`src/sv/ttpe_pkg.sv`:
```
// Package for the IPA text to phone events block: types, codes and code point tables.
package ttpe_pkg;

  localparam int unsigned OffsetWidthDefault = 16;
  localparam int unsigned TokDepth = 4;
  localparam int unsigned OutDepth = 8;
  localparam int unsigned MaxRes = 4;

  localparam logic [7:0] NoPhone = 8'hFF;
  localparam logic [5:0] PhA  = 6'd0;
  localparam logic [5:0] PhO  = 6'd6;
  localparam logic [5:0] PhAi = 6'd10;
  localparam logic [5:0] PhAu = 6'd11;
  localparam logic [5:0] PhOi = 6'd12;
  localparam logic [5:0] PhT  = 6'd15;
  localparam logic [5:0] PhD  = 6'd16;
  localparam logic [5:0] PhM  = 6'd31;
  localparam logic [5:0] PhN  = 6'd32;
  localparam logic [5:0] PhNg = 6'd34;
  localparam logic [5:0] PhJ  = 6'd40;
  localparam logic [5:0] PhCh = 6'd41;
  localparam logic [5:0] PhSp = 6'd42;
  localparam logic [5:0] PhPp = 6'd43;

  localparam logic [6:0] FlSyl  = 7'h01;
  localparam logic [6:0] FlLong = 7'h08;
  localparam logic [6:0] FlWend = 7'h10;
  localparam logic [6:0] FlPend = 7'h20;
  localparam logic [6:0] FlQ    = 7'h40;

  localparam logic [7:0] DurNormal = 8'd100;
  localparam logic [7:0] DurComma  = 8'd165;
  localparam logic [7:0] DurLong   = 8'd150;
  localparam logic [7:0] DurHalf   = 8'd125;
  localparam logic [7:0] DurDash   = 8'd120;
  localparam logic [7:0] DurShort  = 8'd50;

  typedef enum logic [2:0] {
    ST_OK    = 3'd0,
    ST_UTF8  = 3'd1,
    ST_UNK   = 3'd2,
    ST_MANY  = 3'd3,
    ST_EMPTY = 3'd4
  } ttpe_status_e;

  typedef enum logic [2:0] {
    LK_NONE = 3'd0,
    LK_T    = 3'd1,
    LK_D    = 3'd2,
    LK_A    = 3'd3,
    LK_O    = 3'd4
  } ttpe_lk_e;

  typedef enum logic [1:0] {
    CFG_NO_AUTOPAUSE = 2'd0,
    CFG_PERMISSIVE   = 2'd1,
    CFG_EVENT_LIMIT  = 2'd2
  } ttpe_cfg_e;

  typedef struct packed {
    logic [7:0] text_byte;
    logic       byte_present;
    logic       end_of_text;
  } ttpe_in_t;

  typedef struct packed {
    logic        item_kind;
    logic [5:0]  phone_code;
    logic [6:0]  flag_bits;
    logic [7:0]  dur_pct;
    logic [2:0]  status;
    logic [15:0] error_offset;
    logic [20:0] err_cp;
    logic [15:0] event_total;
    logic        last;
  } ttpe_res_t;

  // One decoded request from the front: a code point, a UTF-8 error and/or end of text.
  typedef struct packed {
    logic        pt;
    logic        err;
    logic        eot;
    logic [20:0] cp;
  } ttpe_tok_t;

  function automatic logic tie_mark(input logic [20:0] u);
    return u == 21'h0361 || u == 21'h035C || u == 21'h200D;
  endfunction

  function automatic logic quiet_mark(input logic [20:0] u);
    return u == 21'h5F || u == 21'h00B7 || u == 21'h2027 || u == 21'h2060 ||
           u == 21'hFEFF || u == 21'h032F || u == 21'h0311 || u == 21'h034F ||
           u == 21'hFE0E || u == 21'hFE0F;
  endfunction

  function automatic logic blank_mark(input logic [20:0] u);
    return u == 21'h20 || u == 21'h09 || u == 21'h00A0 || u == 21'h2009 || u == 21'h202F;
  endfunction

  function automatic logic [7:0] phone_lookup(input logic [20:0] u);
    logic [7:0] ph;
    case (u)
      21'h61, 21'h0250:                 ph = 8'd0;
      21'h65:                           ph = 8'd1;
      21'h0259, 21'h025C, 21'h025D:     ph = 8'd2;
      21'h025B:                         ph = 8'd3;
      21'h69:                           ph = 8'd4;
      21'h026A:                         ph = 8'd5;
      21'h6F:                           ph = 8'd6;
      21'h0254:                         ph = 8'd7;
      21'h75:                           ph = 8'd8;
      21'h028A:                         ph = 8'd9;
      21'h70:                           ph = 8'd13;
      21'h62, 21'h0253:                 ph = 8'd14;
      21'h74:                           ph = 8'd15;
      21'h64, 21'h0257:                 ph = 8'd16;
      21'h6B, 21'h71:                   ph = 8'd17;
      21'h67, 21'h0261, 21'h0260:       ph = 8'd18;
      21'h0294:                         ph = 8'd19;
      21'h66, 21'h0278:                 ph = 8'd20;
      21'h76:                           ph = 8'd21;
      21'h03B2:                         ph = 8'd22;
      21'h73:                           ph = 8'd23;
      21'h7A:                           ph = 8'd24;
      21'h03B8:                         ph = 8'd25;
      21'h00F0:                         ph = 8'd26;
      21'h0283, 21'h00E7, 21'h0255:     ph = 8'd27;
      21'h78, 21'h03C7:                 ph = 8'd28;
      21'h0263:                         ph = 8'd29;
      21'h68, 21'h0266:                 ph = 8'd30;
      21'h6D:                           ph = 8'd31;
      21'h6E:                           ph = 8'd32;
      21'h0272, 21'h0144:               ph = 8'd33;
      21'h014B:                         ph = 8'd34;
      21'h6C:                           ph = 8'd35;
      21'h72, 21'h0280:                 ph = 8'd36;
      21'h027E:                         ph = 8'd37;
      21'h77, 21'h028B:                 ph = 8'd38;
      21'h6A, 21'h0265, 21'h029D, 21'h028E: ph = 8'd39;
      21'h025F, 21'h02A4, 21'h0292:     ph = 8'd40;
      21'h02A7:                         ph = 8'd41;
      default:                          ph = NoPhone;
    endcase
    return ph;
  endfunction

endpackage

```
`src/sv/ttpe_fifo.sv`:
```
// Small first-in first-out queue for decoded requests between front and back.
module ttpe_fifo import ttpe_pkg::*; #(
  parameter int unsigned Width = 8,
  parameter int unsigned Depth = 4
) (
  input  logic             clk_i,
  input  logic             rst_ni,
  input  logic             wr_i,
  input  logic [Width-1:0] wdata_i,
  output logic             full_o,
  input  logic             rd_i,
  output logic [Width-1:0] rdata_o,
  output logic             empty_o
);
  localparam int unsigned PtrW = (Depth > 1) ? $clog2(Depth) : 1;
  localparam int unsigned CntW = $clog2(Depth + 1);

  logic [Width-1:0] mem_q [Depth];
  logic [PtrW-1:0] wr_ptr_q, wr_ptr_d, rd_ptr_q, rd_ptr_d;
  logic [CntW-1:0] cnt_q, cnt_d;
  logic do_wr, do_rd;

  assign full_o  = cnt_q == CntW'(Depth);
  assign empty_o = cnt_q == '0;
  assign do_wr   = wr_i && !full_o;
  assign do_rd   = rd_i && !empty_o;
  assign rdata_o = mem_q[rd_ptr_q];

  always_comb begin
    wr_ptr_d = wr_ptr_q;
    rd_ptr_d = rd_ptr_q;
    cnt_d    = cnt_q;
    if (do_wr) begin
      wr_ptr_d = (wr_ptr_q == PtrW'(Depth - 1)) ? '0 : wr_ptr_q + 1'b1;
    end
    if (do_rd) begin
      rd_ptr_d = (rd_ptr_q == PtrW'(Depth - 1)) ? '0 : rd_ptr_q + 1'b1;
    end
    if (do_wr && !do_rd) begin
      cnt_d = cnt_q + 1'b1;
    end else if (do_rd && !do_wr) begin
      cnt_d = cnt_q - 1'b1;
    end
  end

  always_ff @(posedge clk_i or negedge rst_ni) begin
    if (!rst_ni) begin
      wr_ptr_q <= '0;
      rd_ptr_q <= '0;
      cnt_q    <= '0;
    end else begin
      wr_ptr_q <= wr_ptr_d;
      rd_ptr_q <= rd_ptr_d;
      cnt_q    <= cnt_d;
    end
  end

  always_ff @(posedge clk_i) begin
    if (do_wr) begin
      mem_q[wr_ptr_q] <= wdata_i;
    end
  end
endmodule

```
`config.mk`:
```
export PLATFORM = sky130hd
export DESIGN_NAME = ttpe_fifo
export DESIGN_NICKNAME = d
export VERILOG_FILES = /design/src/sv/ttpe_pkg.sv /design/src/sv/ttpe_fifo.sv
export SDC_FILE = /design/constraint.sdc
export NUM_CORES = 1
export LEC_CHECK = 0
export BUFFER_PORTS_ARGS = -buffer_cell sky130_fd_sc_hd__clkbuf_2
export CAP_MARGIN = 20
export CORE_AREA = 2 2 58 60
export CTS_BUF_LIST = sky130_fd_sc_hd__clkbuf_16
export CTS_CLUSTER_SIZE = 8
export DETAILED_ROUTE_END_ITERATION = 12
export DIE_AREA = 0 0 60 62
export GPL_ROUTABILITY_DRIVEN = 0
export HOLD_SLACK_MARGIN = 0.03
export PLACE_DENSITY = 0.71
export SLEW_MARGIN = 30
export SYNTH_ARGS = -nofsm -noshare
export SYNTH_HDL_FRONTEND = slang
export SYNTH_SLANG_ARGS = --single-unit
```
`constraint.sdc`:
```
create_clock -name clk_i -period 4.7 [get_ports clk_i]
set_clock_uncertainty 0.1 [all_clocks]
set_input_delay 0.235 -clock clk_i [delete_from_list [all_inputs] [get_ports clk_i]]
set_output_delay 0.235 -clock clk_i [all_outputs]
set_load 0.01 [all_outputs]
```
==> results of run 1 <==
cells by family (layout without fill, tap and decap cells):
| logic type | count (synthesis) | after routing | share of synthesized area |
|---|---|---|---|
| flops | 39 | 39 | 0.701 |
| mux | 13 | 13 | 0.151 |
| fa+ha+maj | 7 | 7 | 0.0587 |
| buf+inv | 6 | 33 | 0.0193 |
| simple gates | 11 | 11 | 0.0541 |
| xor+xnor | 3 | 3 | 0.0162 |
worst reg2reg max path, cell delays in order (launching register included):
cell	delay, ns
dfrtp_1	0.45
nor3_1	0.33
nand2b_4	0.21
ha_1	0.18
inv_1	0.06
fa_1	0.37
xor2_1	0.15
nor2_1	0.11
xor2_1	0.18
placed cells by master, fill, tap and decap left out:
| cell | n |
|---|---|
| edfxtp_1 | 32 |
| clkbuf_2 | 21 |
| mux4_2 | 8 |
| dfrtp_1 | 7 |
| ha_1 | 6 |
| clkbuf_16 | 5 |
| and2_2 | 4 |
| inv_1 | 3 |
| mux2_2 | 3 |
| nor2_1 | 3 |
| clkinv_2 | 3 |
| mux2_4 | 2 |
| xor2_1 | 2 |
| nor3b_4 | 1 |
| nor2b_2 | 1 |
| nor3_1 | 1 |
| nand2b_4 | 1 |
| xnor2_1 | 1 |
| fa_1 | 1 |
| dlygate4sd3_1 | 1 |
layer usage:
layer,share of wire,track usage
met5,0,0
met2,0.52,0.239
met4,0.024,0.105
met3,0.042,0.0683
met1,0.42,0.169
power breakdown:
part           switching, mW  internal, mW
Sequential            0.0837         0.469
Clock                  0.120         0.193
Combinational          0.154         0.200
how the worst min path moves through the flow:
stage               start  cells after the start           to
5_1_grt        wdata_i[2]                      1  mem_q[1][2]
3_5_place_dp       rst_ni                      1  rd_ptr_q[0]
4_1_cts        wdata_i[3]                      1  mem_q[0][3]
2_1_floorplan      rst_ni                      0     cnt_q[0]
3_3_place_gp       rst_ni                      1  rd_ptr_q[0]
6_report       wdata_i[3]                      1  mem_q[0][3]
area by class of cell:
| type | instances | area (µm²) |
|---|---|---|
| sequential | 39 | 1140 |
| clock inverter | 3 | 15.0 |
| tap | 46 | 57.6 |
| timing repair buffer | 22 | 115 |
| multi-input combinational | 34 | 453 |
| inverter | 3 | 11.3 |
| fill | 244 | 1270 |
| clock buffer | 5 | 125 |
state kept, by name, summed over array words and instances (netlist names):
register	flops
cnt_q	3
mem_q	32
rd_ptr_q	2
wr_ptr_q	2
metrics by stage:
stage,utilization,std cells,area [µm²]
floorplan,-,79,1620
global placement,0.555,143,1760
detailed placement,0.555,143,1760
CTS,0.602,152,1910
global route,0.602,152,1910
finish,0.602,152,1910
timing repair:
| action | 4_1_cts | 5_1_grt |
|---|---|---|
| hold buffers | 1 | 0 |
| endpoints found under the hold margin | 7 | 0 |
| gates resized for setup | 0 | 0 |
| buffers inserted | 0 | 0 |
==> impl_results.md, run 1 <==
- Critical Path Max Stage Delay: 0.45 ns
- Commonest cells post-synth: edfxtp_1 (32), mux4_2 (8), dfrtp_1 (7)
- Unrepaired setup endpoints after global routing: false
- RR Startpoint: cnt_q[1]
- WL final: 2.39 mm
- CP arrival: 2.32 ns
- YS warnings: 0
- Worst path most repeated cell: xor2_1
- Pwr dens: 637 nW/µm²
- Setup crit end kind: flop
- Synth top area cells: edfxtp_1 (59%), mux4_2 (11%), dfrtp_1 (11%)
- Max Cap Viol: 0
- DP Wirelength: 1.63 mm
- TritonCTS buffer count: 5
- #FFs+latches synth: 39
- Async set-or-reset flop fraction in the synthesized netlist: 0.179
- Worst slew margin: 0.591
- Status: completed
- DP Worst Slack: 2.54 ns
- Final #Nets: 124
- Clock sink total: 39
- Initial DRC Count: 21
- Synth area leader: edfxtp_1
- Setup TNS: 0 ns
- Worst Path Required: 4.79 ns
- Number of remaining DRC errors: 0
- Mapped Cells: 79
- Post-synth EDFFs: 32
- Final setup fails: 0
- Post-route ant nets: 0
- I/O Buffers: 21
- Max VDD drop: 0.297 mV
- Most used DFF post-synth: edfxtp_1
- Worst Tran Pin Value: 0.614 ns
- Pleak: 0.734 nW
- Crit Path Max Fanout: 4
- CP Class: flop to flop
- Initial DRT Pass Iterations: 5
- Worst hold path class: primary input to flop
- Ant. Diodes: 0
- Global-route wire length before repair: 3.64 mm
- Clock Root Buffer: clkbuf_16
- Clock slew at reported path FFs: 0.06 ns
- Gr usage total: 0.153
- Post-route setup slack: 2.48 ns
- Fmax: 450 MHz
- Syn Nets: 98
- Reg2reg setup slack: 2.48 ns
- Initial Utilization: 0.510
- R2R cell count: 8
- DR vias: 743
- Tmin final: 2.22 ns
- Max Slew Vio Count: 0
- Period Utilization, post-route: 0.473
- Row Count: 21
- Core area: 3180 µm²
- Clock Latency Late Sink: 0.27 ns
- Area Overhead vs Synth: 18.1%
- Sequential area share after synthesis: 0.701
- Delay-heaviest family, CP: simple AND/OR/NAND/NOR gates
- Avg WL per Cell: 15.7 µm
- Worst r2r dst: cnt_q[2]
- WP depth: 8
- CTS tree: done
- Die width: 60 µm
- CTS Buffer Depth: 2
- Vias/cell: 4.89
- Tot Pwr: 1.22 mW
- Crit path capture: cnt_q[2]
- Final hold violations: 0
- Die H: 62 µm
- Min Hold Slack: 0.0748 ns
- Max H-tree Level: 2
- Setup crit start: cnt_q[1]
- Die ar.: 3720 µm²
- Fraction of layout cells with a size suffix above 1: 0.462
- Congestion Overflow GR: 0
- Initial antenna violation count: 0
- Post-synth top area share: 0.593
- Vias in the first global route: 764
- I/O pin count: 22
- Avg Inst Size Synth: 20.5 µm²
- Largest net degree at the start of global routing: 13
- Slowest cell on the critical path: dfrtp_1
- Yosys cell types: 19
- CP bufs+invs: 1
- CP startpoint kind: flop
- Syn Std Cell Area: 1620 µm²
- CP Cell Sequence: nor3_1 -> nand2b_4 -> ha_1 -> inv_1 -> fa_1 -> xor2_1 -> nor2_1 -> xor2_1
- Cell with the most instances after synthesis: edfxtp_1
Note: power is estimated with default switching activity, not from simulation.
==> run 2, diff against run 1 <==
--- a/config.mk
+++ b/config.mk
@@ -7,14 +7,14 @@
 export LEC_CHECK = 0
 export BUFFER_PORTS_ARGS = -buffer_cell sky130_fd_sc_hd__clkbuf_2
 export CAP_MARGIN = 20
-export CORE_AREA = 2 2 58 60
+export CORE_AREA = 2 2 60 62
 export CTS_BUF_LIST = sky130_fd_sc_hd__clkbuf_16
 export CTS_CLUSTER_SIZE = 8
 export DETAILED_ROUTE_END_ITERATION = 12
-export DIE_AREA = 0 0 60 62
+export DIE_AREA = 0 0 62 64
 export GPL_ROUTABILITY_DRIVEN = 0
 export HOLD_SLACK_MARGIN = 0.03
-export PLACE_DENSITY = 0.71
+export PLACE_DENSITY = 0.69
 export SLEW_MARGIN = 30
 export SYNTH_ARGS = -nofsm -noshare
 export SYNTH_HDL_FRONTEND = slang
==> constraint.sdc (replaced) <==
create_clock -name clk_i -period 1.9 [get_ports clk_i]
set_clock_uncertainty 0.1 [all_clocks]
set_input_delay 0.095 -clock clk_i [delete_from_list [all_inputs] [get_ports clk_i]]
set_output_delay 0.095 -clock clk_i [all_outputs]
set_load 0.01 [all_outputs]
==> run 2 against run 1 <==
  * Register-to-register slack lost 2.5 ns
  * Sequential share of layout area shrank 6.5 points
  * The flow now finishes with violations (setup timing)
  * Largest cell class unchanged
  * Die area rose by 6.7%
  * Setup slack worse by 2.5 ns
  * Sequential power rose to 2.5 times the previous value
  * Utilization rose by 5.5 points
  * Routed wire length grew 11%
  * Cell count grew 12%
  * Critical endpoint is now cnt_q[1]
  * Global-route usage increased by 1.2 points
==> impl_results.md, run 2 (synthesis results as in run 1) <==
- CTS tree: done
- Clock Latency Late Sink: 0.28 ns
- CP bufs+invs: 1
- WL final: 2.65 mm
- Final hold violations: 0
- CP Cell Sequence: nor3b_4 -> nor2b_4 -> ha_4 -> inv_2 -> fa_2 -> mux2_4
- I/O Buffers: 21
- Final std cells w/o fill: 170
- I/O pin count: 22
- Top flop regs: mem_q x32, cnt_q x3
- Worst Path Required: 1.96 ns
- Number of remaining DRC errors: 0
- Pwr dens: 1630 nW/µm²
- Storage element area: 1140 µm²
- Pint: 2.56 mW
- Area occupied by multi-input gates: 488 µm²
- Most frequent cells in the layout: edfxtp_1 (32), clkbuf_2 (21), buf_4 (10)
- Top reg by flops: mem_q
- Clock sink total: 39
- Crit Path Max Fanout: 3
- Largest net degree at the start of global routing: 13
- Seq pwr share: 0.395
- CP Class: flop to flop
- Sw Share: 0.272
- Initial DRT Pass Iterations: 4
- Critical Path Max Stage Delay: 0.45 ns
- Psw: 0.953 mW
- Unrepaired setup endpoints after global routing: true
- Die H: 64 µm
- CP arrival: 1.97 ns
- Ant. Diodes: 0
- Worst hold path class: primary input to async pin
- Fraction of layout cells with a size suffix above 1: 0.532
- Most common cell after layout, fill and taps aside: edfxtp_1
- Clk pwr share: 0.298
- Worst Tran Pin Value: 0.438 ns
- Core area: 3280 µm²
- Die ar.: 3970 µm²
- Tmin final: 1.91 ns
- Avg WL per Cell: 15.6 µm
- Congestion Overflow GR: 0
- Fillers: 237
- Violations in the final reports: setup timing
- Setup TNS: -0.0118 ns
- Global-route wire length before repair: 4.35 mm
- DP Worst Slack: -0.103 ns
- Clock Root Buffer: clkbuf_16
- Vias in the first global route: 902
- Final #Nets: 142
- Status: complete, but fails checks
- Clock slew at reported path FFs: 0.06 ns
- Slowest cell on the critical path: dfrtp_2
- CTS Buffer Depth: 2
- Row Count: 21
- Final setup fails: 1
- DP Wirelength: 1.75 mm
- Die width: 62 µm
- CP startpoint kind: flop
- Pleak: 0.846 nW
- TritonCTS buffer count: 5
- Max reg flops: 32
- Max Cap Viol: 0
- Max H-tree Level: 2
- Max VDD drop: 0.818 mV
- Initial Utilization: 0.493
- Max Slew Vio Count: 0
- Post-route setup slack: -0.0118 ns
- Fmax: 523 MHz
- Worst slew margin: 0.708
- DR vias: 828
- Initial antenna violation count: 0
- Area Overhead vs Synth: 33.1%
- Post-route ant nets: 0
- Setup crit end kind: flop
- Placed instance count: 146
- Initial DRC Count: 30
- Delay-heaviest family, CP: adder cells
- Period Utilization, post-route: 1.01
- Gr usage total: 0.165
- Gate power share: 0.307
- Design Area, Final: 2160 µm²
- Post-DP Area: 1810 µm²
- Vias/cell: 4.87
run 2: cell count changes in the layout (fill, tap and decap cells not counted), sizes merged:
cell / before / now
dlygate4sd3: 1 / 9
inv: 3 / 4
clkinv: 3 / 0
buf: 0 / 10
bufinv: 0 / 2
run 2: final cells by class:
class | count | share of cell area
clock inverter | 3 | 0.0296
multi-input combinational | 34 | 0.226
clock buffer | 5 | 0.0580
timing repair buffer | 40 | 0.125
sequential | 39 | 0.529
tap | 46 | 0.0267
inverter | 3 | 0.00522
run 2: stage by stage:
stage	util	hold WS, ns	power, mW
4_1_cts	0.648	0.0908	3.51
5_1_grt	0.657	0.104	3.72
6_report	0.657	0.0967	3.51
3_3_place_gp	0.551	-0.157	2.32
2_1_floorplan	-	-0.301	2.05
3_5_place_dp	0.551	-0.149	2.37
run 2: power by group through the flow:
| stage | logic [mW] | clock network, mW | registers (mW) |
|---|---|---|---|
| 2_1_floorplan | 0.762 | 0 | 1.28 |
| 3_3_place_gp | 0.931 | 0 | 1.39 |
| 3_5_place_dp | 0.961 | 0 | 1.41 |
| 4_1_cts | 1.05 | 1.06 | 1.40 |
| 5_1_grt | 1.20 | 1.10 | 1.42 |
| 6_report | 1.08 | 1.05 | 1.38 |
run 2: repair_timing:
action,in CTS,in global routing
setup buffers,4,3
endpoints found under the hold margin,39,0
gates resized for setup,4,2
hold buffers,9,0
setup endpoints to repair,10,2
pin swaps,2,4
run 2: routing by layer:
metal / GRT usage / vias up / share of wire
li1: - / 388 / -
met1: 0.188 / 415 / 0.42
met2: 0.262 / 18 / 0.52
met3: 0.0668 / 7 / 0.043
met4: 0.0771 / 0 / 0.020
met5: 0 / - / 0
run 2: worst reg2reg max path: cells and delay by family (launching register included):
kind | cells | cell delay (ns)
buf+inv | 1 | 0.05
fa+ha+maj | 2 | 0.59
simple gates | 2 | 0.35
flops | 1 | 0.45
mux | 1 | 0.28
run 2: worst paths after layout:
| path | from | to | slack (ns) | depth (start not counted) |
|---|---|---|---|---|
| min in group clk_i | rd_i | cnt_q[0] | 0.17 | 4 |
| worst min-delay path | rst_ni | cnt_q[2] | 0.1 | 2 |
| worst max register to register | cnt_q[0] | cnt_q[1] | -0.01 | 6 |
| worst max-delay path | cnt_q[0] | cnt_q[1] | -0.01 | 6 |
| max in group asynchronous | rst_ni | rd_ptr_q[0] | 1.41 | 2 |
| worst min register to register | wr_ptr_q[1] | wr_ptr_q[1] | 0.48 | 1 |
