## config.mk

```make
export PLATFORM = sky130hd
export DESIGN_NAME = ttpe_front
export DESIGN_NICKNAME = d
export VERILOG_FILES = /design/src/sv/ttpe_pkg.sv /design/src/sv/ttpe_front.sv
export SDC_FILE = /design/constraint.sdc
export NUM_CORES = 1
export LEC_CHECK = 0
export ABC_AREA = 1
export BUFFER_PORTS_ARGS = -buffer_cell sky130_fd_sc_hd__buf_2
export CAP_MARGIN = 10
export CORE_MARGIN = 2
export CORE_UTILIZATION = 55
export DETAILED_ROUTE_END_ITERATION = 7
export PLACE_DENSITY = 0.87
export SLEW_MARGIN = 20
export SYNTH_ARGS = -nofsm -noshare
export SYNTH_HDL_FRONTEND = slang
export SYNTH_SLANG_ARGS = --single-unit
```

## constraint.sdc

```tcl
create_clock -name clk_i -period 2.2 [get_ports clk_i]
set_input_delay 0 -clock clk_i [delete_from_list [all_inputs] [get_ports clk_i]]
set_output_delay 0 -clock clk_i [all_outputs]
set_load 0.1 [all_outputs]
```

## src/sv/ttpe_pkg.sv

```systemverilog
// Package for the IPA text to phone events block: types, codes and code point tables.
package ttpe_pkg;

  localparam int unsigned OffsetWidthDefault = 16;
  localparam int unsigned TokDepth = 4;
  localparam int unsigned OutDepth = 8;
  localparam int unsigned MaxRes = 4;

  localparam logic [7:0] NoPhone = 8'hFF;
  localparam logic [5:0] PhA  = 6'd0;
  localparam logic [5:0] PhO  = 6'd6;
  localparam logic [5:0] PhAi = 6'd10;
  localparam logic [5:0] PhAu = 6'd11;
  localparam logic [5:0] PhOi = 6'd12;
  localparam logic [5:0] PhT  = 6'd15;
  localparam logic [5:0] PhD  = 6'd16;
  localparam logic [5:0] PhM  = 6'd31;
  localparam logic [5:0] PhN  = 6'd32;
  localparam logic [5:0] PhNg = 6'd34;
  localparam logic [5:0] PhJ  = 6'd40;
  localparam logic [5:0] PhCh = 6'd41;
  localparam logic [5:0] PhSp = 6'd42;
  localparam logic [5:0] PhPp = 6'd43;

  localparam logic [6:0] FlSyl  = 7'h01;
  localparam logic [6:0] FlLong = 7'h08;
  localparam logic [6:0] FlWend = 7'h10;
  localparam logic [6:0] FlPend = 7'h20;
  localparam logic [6:0] FlQ    = 7'h40;

  localparam logic [7:0] DurNormal = 8'd100;
  localparam logic [7:0] DurComma  = 8'd165;
  localparam logic [7:0] DurLong   = 8'd150;
  localparam logic [7:0] DurHalf   = 8'd125;
  localparam logic [7:0] DurDash   = 8'd120;
  localparam logic [7:0] DurShort  = 8'd50;

  typedef enum logic [2:0] {
    ST_OK    = 3'd0,
    ST_UTF8  = 3'd1,
    ST_UNK   = 3'd2,
    ST_MANY  = 3'd3,
    ST_EMPTY = 3'd4
  } ttpe_status_e;

  typedef enum logic [2:0] {
    LK_NONE = 3'd0,
    LK_T    = 3'd1,
    LK_D    = 3'd2,
    LK_A    = 3'd3,
    LK_O    = 3'd4
  } ttpe_lk_e;

  typedef enum logic [1:0] {
    CFG_NO_AUTOPAUSE = 2'd0,
    CFG_PERMISSIVE   = 2'd1,
    CFG_EVENT_LIMIT  = 2'd2
  } ttpe_cfg_e;

  typedef struct packed {
    logic [7:0] text_byte;
    logic       byte_present;
    logic       end_of_text;
  } ttpe_in_t;

  typedef struct packed {
    logic        item_kind;
    logic [5:0]  phone_code;
    logic [6:0]  flag_bits;
    logic [7:0]  dur_pct;
    logic [2:0]  status;
    logic [15:0] error_offset;
    logic [20:0] err_cp;
    logic [15:0] event_total;
    logic        last;
  } ttpe_res_t;

  // One decoded request from the front: a code point, a UTF-8 error and/or end of text.
  typedef struct packed {
    logic        pt;
    logic        err;
    logic        eot;
    logic [20:0] cp;
  } ttpe_tok_t;

  function automatic logic tie_mark(input logic [20:0] u);
    return u == 21'h0361 || u == 21'h035C || u == 21'h200D;
  endfunction

  function automatic logic quiet_mark(input logic [20:0] u);
    return u == 21'h5F || u == 21'h00B7 || u == 21'h2027 || u == 21'h2060 ||
           u == 21'hFEFF || u == 21'h032F || u == 21'h0311 || u == 21'h034F ||
           u == 21'hFE0E || u == 21'hFE0F;
  endfunction

  function automatic logic blank_mark(input logic [20:0] u);
    return u == 21'h20 || u == 21'h09 || u == 21'h00A0 || u == 21'h2009 || u == 21'h202F;
  endfunction

  function automatic logic [7:0] phone_lookup(input logic [20:0] u);
    logic [7:0] ph;
    case (u)
      21'h61, 21'h0250:                 ph = 8'd0;
      21'h65:                           ph = 8'd1;
      21'h0259, 21'h025C, 21'h025D:     ph = 8'd2;
      21'h025B:                         ph = 8'd3;
      21'h69:                           ph = 8'd4;
      21'h026A:                         ph = 8'd5;
      21'h6F:                           ph = 8'd6;
      21'h0254:                         ph = 8'd7;
      21'h75:                           ph = 8'd8;
      21'h028A:                         ph = 8'd9;
      21'h70:                           ph = 8'd13;
      21'h62, 21'h0253:                 ph = 8'd14;
      21'h74:                           ph = 8'd15;
      21'h64, 21'h0257:                 ph = 8'd16;
      21'h6B, 21'h71:                   ph = 8'd17;
      21'h67, 21'h0261, 21'h0260:       ph = 8'd18;
      21'h0294:                         ph = 8'd19;
      21'h66, 21'h0278:                 ph = 8'd20;
      21'h76:                           ph = 8'd21;
      21'h03B2:                         ph = 8'd22;
      21'h73:                           ph = 8'd23;
      21'h7A:                           ph = 8'd24;
      21'h03B8:                         ph = 8'd25;
      21'h00F0:                         ph = 8'd26;
      21'h0283, 21'h00E7, 21'h0255:     ph = 8'd27;
      21'h78, 21'h03C7:                 ph = 8'd28;
      21'h0263:                         ph = 8'd29;
      21'h68, 21'h0266:                 ph = 8'd30;
      21'h6D:                           ph = 8'd31;
      21'h6E:                           ph = 8'd32;
      21'h0272, 21'h0144:               ph = 8'd33;
      21'h014B:                         ph = 8'd34;
      21'h6C:                           ph = 8'd35;
      21'h72, 21'h0280:                 ph = 8'd36;
      21'h027E:                         ph = 8'd37;
      21'h77, 21'h028B:                 ph = 8'd38;
      21'h6A, 21'h0265, 21'h029D, 21'h028E: ph = 8'd39;
      21'h025F, 21'h02A4, 21'h0292:     ph = 8'd40;
      21'h02A7:                         ph = 8'd41;
      default:                          ph = NoPhone;
    endcase
    return ph;
  endfunction

endpackage

```

## src/sv/ttpe_front.sv

```systemverilog
// Front part: byte offsets and strict UTF-8 decoding into code point requests.
module ttpe_front import ttpe_pkg::*; #(
  parameter int unsigned OffsetWidth = OffsetWidthDefault
) (
  input  logic                   clk_i,
  input  logic                   rst_ni,
  input  logic                   acc_i,
  input  ttpe_in_t               in_i,
  output logic                   tok_wr_o,
  output ttpe_tok_t              tok_o,
  output logic [OffsetWidth-1:0] tok_at_o
);
  logic [20:0] part_q, part_d;
  logic [1:0] rem_q, rem_d;
  logic [7:0] lead_q, lead_d;
  logic [OffsetWidth-1:0] seq_q, seq_d, off_q, off_d;
  logic [1:0] need;
  logic [7:0] b;
  logic bad;

  assign b = in_i.text_byte;

  always_comb begin
    part_d   = part_q;
    rem_d    = rem_q;
    lead_d   = lead_q;
    seq_d    = seq_q;
    off_d    = off_q;
    tok_o    = '0;
    tok_at_o = '0;
    tok_wr_o = 1'b0;
    need = (lead_q >= 8'hF0) ? 2'd3 : (lead_q >= 8'hE0) ? 2'd2 : 2'd1;
    bad  = (b[7:6] != 2'b10) ||
           (rem_q == need &&
            ((lead_q == 8'hE0 && b < 8'hA0) || (lead_q == 8'hED && b >= 8'hA0) ||
             (lead_q == 8'hF0 && b < 8'h90) || (lead_q == 8'hF4 && b >= 8'h90)));
    if (acc_i) begin
      if (in_i.byte_present) begin
        off_d = off_q + 1'b1;
        if (rem_q == 2'd0) begin
          seq_d = off_q;
          if (b < 8'h80) begin
            tok_o.pt = 1'b1;
            tok_o.cp = {13'd0, b};
            tok_at_o = off_q;
          end else if (b >= 8'hC2 && b <= 8'hDF) begin
            rem_d  = 2'd1;
            part_d = {16'd0, b[4:0]};
            lead_d = b;
          end else if (b >= 8'hE0 && b <= 8'hEF) begin
            rem_d  = 2'd2;
            part_d = {17'd0, b[3:0]};
            lead_d = b;
          end else if (b >= 8'hF0 && b <= 8'hF4) begin
            rem_d  = 2'd3;
            part_d = {18'd0, b[2:0]};
            lead_d = b;
          end else begin
            tok_o.err = 1'b1;
            tok_at_o  = off_q;
          end
        end else if (bad) begin
          tok_o.err = 1'b1;
          tok_at_o  = seq_q;
          rem_d     = 2'd0;
        end else begin
          part_d = {part_q[14:0], b[5:0]};
          rem_d  = rem_q - 1'b1;
          if (rem_d == 2'd0) begin
            tok_o.pt = 1'b1;
            tok_o.cp = part_d;
            tok_at_o = seq_q;
          end
        end
      end
      if (in_i.end_of_text) begin
        tok_o.eot = 1'b1;
        // A sequence cut off by the end of text fails at its first byte.
        if (!tok_o.err && rem_d != 2'd0) begin
          tok_o.err = 1'b1;
          tok_at_o  = seq_d;
        end
        part_d = '0;
        rem_d  = '0;
        lead_d = '0;
        seq_d  = '0;
        off_d  = '0;
      end
      tok_wr_o = tok_o.pt || tok_o.err || tok_o.eot;
    end
  end

  always_ff @(posedge clk_i or negedge rst_ni) begin
    if (!rst_ni) begin
      part_q <= '0;
      rem_q  <= '0;
      lead_q <= '0;
      seq_q  <= '0;
      off_q  <= '0;
    end else begin
      part_q <= part_d;
      rem_q  <= rem_d;
      lead_q <= lead_d;
      seq_q  <= seq_d;
      off_q  <= off_d;
    end
  end
endmodule

```

==> out/results.ini, run 1 <==
[sta]
worst_pin_slew_ps=695
fin_worst_skew_ps=15.6
slew_violations=0
fin_ws_ps=-358
setup_viol=40
period_needed_ps=2560
rsz0062_at_grt=true
post-route-period-util_pct=116
max-slew-margin-rel_pct=53.6
clock.fmax_ghz=0.391
hold_viol=0
fin_tns_setup_ps=-8590

[critical_path]
r2r-end=lead_q[6]
timing.rr.start=rem_q[1]
crit_path_end_kind=output pin
crit_type=reg -> out
critPathMaxFanout=8
crit_start=lead_q[7]
cp-start-kind=register
endpoint=tok_at_o[5]
worstRegToRegCells=10
worstPathRequired_ps=2200
worstPathArrival_ps=2560
reg2reg_slack_ps=120

[hold_path]
hold_class=in -> reg

[cts]
cts_made_buffers=9
cts.path.max_buffers=2
clock_sink_count=57
htreeDepth=3
cts_root_buf=clkbuf_8
cts_tree=yes
clk_latency_ps=360
path_clk_slew_ps=70

[finish]
final_cell_mix=nand2_1 (98), inv_1 (77), dfrtp_1 (57), o21ai_0 (50), buf_12 (43)
final_cell_count_no_fill=755
drive_above_1_share_pct=34.0
layout_commonest_cell=nand2_1
diodes=0
area_growth_pct=49.9
fin_area_um2=5920
nNetsFinal=670

[global_routing]
gr-total-overflow=0
antenna_found_initial=0
grt_pass1_wl_mm=23.4
grt_pass1_vias=4710
grt_usage_pct=38.7
grt_start_max_net_pins=38

[die]
start_util_pct=57.5
die-area_um2=7870
core_um2=6870
die_w_um=88.7
num_rows=30
fp.dieH_um=88.7
ios=54

[drt]
drtAntennaViolNets=0
first_pass_iters=8
drc=15
routed_via_density=6.80
drt-initial-drc-count=1049
vias=5131
wire_per_inst_um=22.2
routed_wirelength_mm=16.8

[logic_synthesis]
ys_types=34
syn_area_per_cell_um2=6.79
yosys_register_bits=57
yosysWarnings=0
yosysSeqAreaShare_pct=36.1
synthCells=581
syn_nets=597
syn_area_um2=3950

[power]
power_leakage_nw=2.76
peakVddDrop_mv=0.526
power_density_nw_per_um2=689

[placed_design]
place_area_um2=5170
dp_worst_setup_slack_ps=-31.2
place_hpwl_mm=8.57
gp_congestion=1.01
port_buffers=53
placedCellCount=715

[run_status]
status=finished with violations
failed_checks=DRC, setup timing

[flow_run]
drv_cap=0

==> cell usage after synthesis (all sizes together) <==
cell type	n	area, um^2
or2	1	6.26
nand4	10	68.8
clkinv	2	7.51
nor2	69	269
o31ai	8	60.1
ha	3	37.5
xor2	4	35.0
nand2	133	529
o21ai	75	375
dfrtp	57	1430
inv	86	323
buf	14	92.6
o22ai	18	113
nand3	28	190
clkbuf	14	52.6
nor3	38	215
nor4	6	52.6
a21oi	15	93.9
==> layer usage <==
metal  GRT usage (%)  up-vias  share of wire, %
met2            62.0      538                45
met5               0        -                 0
met3            8.12      200                13
met1            50.1     2346                33
met4            18.2        0               9.2
li1                -     2047                 -
==> cell type report <==
class                      instances  area (um^2)
fill                             304          952
inverter                          88          338
clock inverter                     5          103
clock buffer                      11          141
timing repair buffer              87         1180
sequential                        57         1430
tap                               96          120
multi-input combinational        411         2610
==> power breakdown <==
part           internal, mW  switching, mW  leakage [nW]
Clock                 0.782          0.464         0.120
Combinational         0.503           1.14          1.86
Sequential             1.13         0.0569         0.774
Total                  2.42           1.66          2.76
==> worst min-delay path by stage <==
stage          cells after the start  slack (ps)         to  startpoint
3_3_place_gp                       1          60  part_q[5]      rst_ni
2_1_floorplan                      0        -300  lead_q[0]      rst_ni
6_report                           3          20  part_q[5]     in_i[7]
3_5_place_dp                       1          60  part_q[5]      rst_ni
4_1_cts                            3          20  part_q[5]     in_i[7]
5_1_grt                            4          60   off_q[8]     in_i[0]
==> cells by family after synthesis <==
kind of cell	after synthesis	share of synthesized area [%]
XOR/XNOR	4	0.887
AO/OA/AOI/OAI	116	16.3
flip-flops	57	36.1
buffers and inverters	116	12.0
AND/OR/NAND/NOR	285	33.7
adder cells (fa/ha/maj)	3	0.951
==> state kept, by name, indices dropped and copies added (netlist names) <==
name / cells
lead_q: 8
seq_q: 16
rem_q: 2
off_q: 16
part_q: 15
==> stage by stage <==
step	hold WS [ps]	util [%]	total power [mW]
after CTS	17.4	83.1	3.84
after global routing	56.9	86.1	4.19
after floorplan	-296	-	2.13
after global placement	58.4	75.2	2.47
after detailed placement	60.4	75.2	2.52
final	22.7	86.1	4.08
==> critical path, stage by stage (launching register included) <==
cell     delay, ps
dfrtp_1        420
nand2_4        130
inv_2           60
nand2_4         70
nor2_2          40
nand2_1         80
nand3_2        100
nand2_4        110
nand3_2         80
nand2_2        120
nand2_4         90
nand2_8        120
buf_4          130
nand3_4        170
nor2_2         240
nor2_4          80
buf_12         170
==> timing repair <==
item,in CTS,in global routing
hold endpoints to repair,27,0
setup buffers,13,6
resized for setup,41,57
pin swaps,14,31
cloned,3,0
setup endpoints to repair,28,40
hold buffers,2,0
Note: power is estimated with default switching activity, not from simulation.
==> run 2, diff against run 1 <==
SKIP_LAST_GASP = 1   (was default)
==> run 2 against run 1 <==
  * The run still ends with DRC, setup timing left
  * Via count shrank 0.29%
  * Global-route usage did not move
  * Count of clock-buffer cells in the layout did not move
  * Sequential power is essentially flat
  * Cell count unchanged
  * Total power grew 0.18%
  * Sequential share of layout area hardly changed
  * Clock power is essentially flat
  * Die area unchanged
  * Combinational power about the same
  * First-iteration DRC count fell by 5.2%
  * Utilization decreased by 0.055 points
  * Largest power group unchanged
==> out/results.ini, run 2 (same netlist as run 1, synthesis figures left out) <==
[sta]
period_needed_ps=2550
fin_ws_ps=-349
rsz0062_at_grt=true
fin_tns_setup_ps=-8590
hold_viol=0
setup_viol=40
clock.fmax_ghz=0.392
whs_ps=15.9
slew_violations=0
worst_pin_slew_ps=682
post-route-period-util_pct=116
fin_worst_skew_ps=17.6
max-slew-margin-rel_pct=54.5

[finish]
multi_input_area_um2=2610
nNetsFinal=670
diodes=0
layout_commonest_cell=nand2_1
fin_area_um2=5910
area_growth_pct=49.8
final_util_pct=86.1
drive_above_1_share_pct=33.8
final_cell_mix=nand2_1 (98), inv_1 (77), dfrtp_1 (57), o21ai_0 (51), buf_12 (43)
reg_top3=off_q x16, seq_q x16, part_q x15
fillCellCount=300
register_area_um2=1430

[power]
p_switching_mw=1.67
p_seq_share_pct=29.1
clockPowerShare_pct=30.6
switching_share_pct=40.9
peakVddDrop_mv=0.528
power_density_nw_per_um2=691
combPwrFrac_pct=40.3
power_leakage_nw=2.75
intPower_mw=2.41

[critical_path]
cpPeakStageDelay_ps=410
reg2reg_slack_ps=20
r2r-end=part_q[7]
crit_type=reg -> out
timing.rr.start=rem_q[1]
crit_chain=nand2_4, nor2_4, nand2_1, nand2_1, a21oi_2, nand2_4, nand2_4, a21oi_4, buf_6, nand3_4, nand2_2, nand2_2, nor2_4, buf_12
critPathMaxFanout=8
crit_slowest_cell=dfrtp_1
crit_top_cell=nand2_4
crit_path_end_kind=output pin
worstPathArrival_ps=2550
path_buf_inv=2
worstPathRequired_ps=2200
crit_family=simple AND/OR/NAND/NOR gates
cp-start-kind=register
worstRegToRegCells=10

[hold_path]
hp-start=in_i[7]
hold_depth=3
hold_path_end=part_q[5]
hold_class=in -> reg

[drt]
routed_wirelength_mm=16.9
drt-initial-drc-count=994
routed_via_density=6.78
drtAntennaViolNets=0
vias=5116
first_pass_iters=8
wire_per_inst_um=22.4
drc=7

[flow_run]
drv_cap=0

[cts]
clock_sink_count=57
cts_made_buffers=9
cts_root_buf=clkbuf_8
htreeDepth=3
path_clk_slew_ps=70
cts_tree=yes
clk_latency_ps=360
cts.path.max_buffers=2

[global_routing]
grt_usage_pct=38.7
grt_pass1_wl_mm=23.4
grt_pass1_vias=4711
antenna_found_initial=0
gr-total-overflow=0
grt_start_max_net_pins=38

[placed_design]
gp_congestion=1.01
place_hpwl_mm=8.57
dp_worst_setup_slack_ps=-31.2
place_area_um2=5170
port_buffers=53

[die]
core_um2=6870
ios=54
num_rows=30
start_util_pct=57.5
die_w_um=88.7
die-area_um2=7870
fp.dieH_um=88.7

[run_status]
status=finished with violations
failed_checks=DRC, setup timing

run 2: cell counts in the layout (fill, tap and decap cells not counted):
Identical to the previous run, type by type.
run 2: final cells by class:
class	instances	share of cell area (%)
Multi-Input combinational cell	411	44.1
Sequential cell	57	24.1
Timing Repair Buffer	87	19.9
Inverter	88	5.71
Clock buffer	11	2.39
Tap cell	96	2.03
Clock inverter	5	1.74
run 2: worst max-delay path by stage:
| stage | cells after the start | start | endpoint |
|---|---|---|---|
| floorplan | 9 | lead_q[6] | tok_o[10] |
| global placement | 10 | rem_q[0] | tok_at_o[12] |
| detailed placement | 10 | rem_q[0] | tok_at_o[12] |
| CTS | 14 | lead_q[7] | tok_at_o[9] |
| global route | 15 | lead_q[7] | tok_at_o[15] |
| finish | 14 | lead_q[6] | tok_at_o[15] |
run 2: what timing repair did:
item / in CTS / in global routing
endpoints found under the setup margin: 28 / 40
buffers inserted: 13 / 6
hold buffers: 2 / 0
endpoints found under the hold margin: 27 / 0
cloned: 3 / 0
pin swaps: 14 / 31
gates resized for setup: 41 / 55
run 2: metal layers:
metal	GRT usage (%)	share of wire (%)	wire length, um
met1	50.1	33	5570
met4	18.2	9.3	1560
met5	0	0	0
met2	62.0	45	7530
met3	8.12	13	2220
run 2: power by group through the flow:
stage               registers [mW]  logic (mW)  clock network (mW)
global placement              1.19        1.28                   0
finish                        1.19        1.65                1.25
detailed placement            1.19        1.32                   0
global route                  1.19        1.71                1.29
CTS                           1.17        1.45                1.22
floorplan                     1.18       0.947                   0
run 2: stage by stage:
| stage | instances | power, mW |
|---|---|---|
| 2_1_floorplan | 581 | 2.13 |
| 3_3_place_gp | 715 | 2.47 |
| 3_5_place_dp | 715 | 2.52 |
| 4_1_cts | 749 | 3.84 |
| 5_1_grt | 755 | 4.19 |
| 6_report | 755 | 4.09 |
run 2: tightest hold or removal path: stages:
cell     delay (ps)
buf_2           150
nand4_1          90
o21ai_0          70
==> run 3, diff against run 2 <==
CORE_UTILIZATION = 40   (was 55)
PLACE_DENSITY = 0.69   (was 0.87)
==> run 3 against run 2 <==
  * The flow finishes with violations (setup timing)
  * Combinational power decreased by 9.7%
  * Utilization down 26 points
  * Maximum frequency up 6.2%
  * Wire length down 27%
  * Worst hold slack improved by 2.0 ps
  * Global-route usage down 15 points
  * Sequential share of layout area rose by 0.40 points
  * Highest routed layer unchanged
  * Largest power group unchanged
  * Die area increased by 36%
  * Via count shrank 17%
  * Setup slack better by 150 ps
==> out/results.ini, run 3 (same netlist as run 1, synthesis figures left out) <==
[sta]
max-slew-margin-rel_pct=56.8
fin_worst_skew_ps=10.7
setup_viol=19
period_needed_ps=2400
slew_violations=0
fin_ws_ps=-201
rsz0062_at_grt=true
worst_pin_slew_ps=646
post-route-period-util_pct=109
hold_viol=0
clock.fmax_ghz=0.416

[finish]
layout_commonest_cell=nand2_1
final_util_pct=60.1
diodes=0
nNetsFinal=663
drive_above_1_share_pct=30.8
fin_area_um2=5820
fillCellCount=843
final_cell_mix=nand2_1 (105), inv_1 (78), o21ai_0 (61), dfrtp_1 (57), buf_12 (42)
reg_top3=off_q x16, seq_q x16, part_q x15
area_growth_pct=47.3

[drt]
drc=0
wire_per_inst_um=15.7
drtAntennaViolNets=0
drt-initial-drc-count=318
first_pass_iters=5
routed_via_density=5.39
routed_wirelength_mm=12.3
vias=4232

[power]
peakVddDrop_mv=0.503
power_mw=3.73
clockPowerShare_pct=28.6
power_leakage_nw=2.63
switching_share_pct=40.0
intPower_mw=2.24
power_density_nw_per_um2=642
combPwrFrac_pct=40.0
p_seq_share_pct=31.5
p_switching_mw=1.49

[placed_design]
place_area_um2=5260
place_hpwl_mm=8.25
port_buffers=53
dp_worst_setup_slack_ps=-38.7
gp_congestion=0.934

[global_routing]
gr-total-overflow=0
grt_pass1_wl_mm=19.9
grt_start_max_net_pins=35
antenna_found_initial=0
grt_usage_pct=23.9
grt_pass1_vias=3949

[hold_path]
hold_depth=3
hp-start=in_i[6]
hold_path_end=lead_q[4]
hold_class=in -> reg

[die]
die_w_um=103
start_util_pct=40.8
ios=54
num_rows=36
core_um2=9680
fp.dieH_um=103
die-area_um2=10700

[critical_path]
worstPathRequired_ps=2200
reg2reg_slack_ps=300
critPathMaxFanout=8
cp-start-kind=register
worstRegToRegCells=11
worstPathArrival_ps=2400
timing.rr.start=off_q[2]
crit_type=reg -> out
crit_path_end_kind=output pin
r2r-end=off_q[11]

[run_status]
failed_checks=setup timing
status=finished with violations

[cts]
clk_latency_ps=340
cts.path.max_buffers=2
htreeDepth=3
cts_made_buffers=9
cts_tree=yes
path_clk_slew_ps=60
clock_sink_count=57
cts_root_buf=clkbuf_8

[flow_run]
drv_cap=0

## run 3: changes by cell type in the layout (fill, tap and decap cells not counted), moves of 3 or more
| cell | delta |
|---|---|
| o21ai_1 | -9 |
| nand2_2 | -6 |
| nand2_1 | +7 |
| buf_4 | -6 |
| nor2_1 | +3 |
| o21ai_0 | +10 |
| nand2_4 | -3 |
## run 3: power groups by stage
stage / clock [mW] / combinational, mW / sequential, mW
after detailed placement: 0 / 1.33 / 1.19
after global routing: 1.13 / 1.60 / 1.18
after floorplan: 0 / 0.947 / 1.18
after CTS: 1.08 / 1.43 / 1.17
after global placement: 0 / 1.31 / 1.19
final: 1.07 / 1.49 / 1.17
## run 3: timing repair
item,4_1_cts,5_1_grt
setup buffers,5,1
setup endpoints to repair,27,29
cloned,3,1
hold buffers,3,0
endpoints found under the hold margin,26,0
resized for setup,27,38
pin swaps,20,23
## run 3: worst max-delay path, stage by stage (launching register included)
cell and delay (ps):
dfrtp_1 390, nand2_2 130, inv_2 50, nand2_2 60, nor2_1 40, nand2_1 90
nand3_4 110, nand2_8 100, nand2_8 80, a21oi_4 170, buf_12 150, nand3_4 180
nand2_1 110, nand2_1 80, nor2_4 120, buf_12 180
## run 3: worst max-delay path by stage
stage	to	start	depth (start not counted)	slack (ps)
after floorplan	tok_o[10]	lead_q[6]	9	-840
after global placement	tok_at_o[6]	rem_q[0]	13	60
after detailed placement	tok_at_o[12]	rem_q[1]	10	-40
after CTS	tok_at_o[0]	lead_q[7]	16	-130
after global routing	tok_at_o[15]	lead_q[6]	15	-280
final	tok_at_o[7]	lead_q[6]	15	-200
## run 3: metal layers
layer  track usage (%)  vias up  wire length, um
met3              2.96       29              780
met1              33.6     1995             5410
met2              38.7      174             5860
met4              7.39        0              248
met5                 0        -                0
li1                  -     2034                -
## run 3: area by class of cell
cell class	count	area, um^2	area share (%)
Clock buffer	10	128	2.19
Clock inverter	6	82.6	1.42
Inverter	88	335	5.77
Multi-Input combinational cell	412	2580	44.3
Sequential cell	57	1430	24.5
Tap cell	133	166	2.86
Timing Repair Buffer	79	1100	18.9
## run 3: metrics by stage
step           hold WS, ps  instances  TNS [ps]
6_report              17.9        785     -2570
5_1_grt               18.6        785     -4690
4_1_cts             0.0515        784     -1710
3_5_place_dp          39.8        757      -341
3_3_place_gp          43.6        757         0
2_1_floorplan         -296        581     -4460
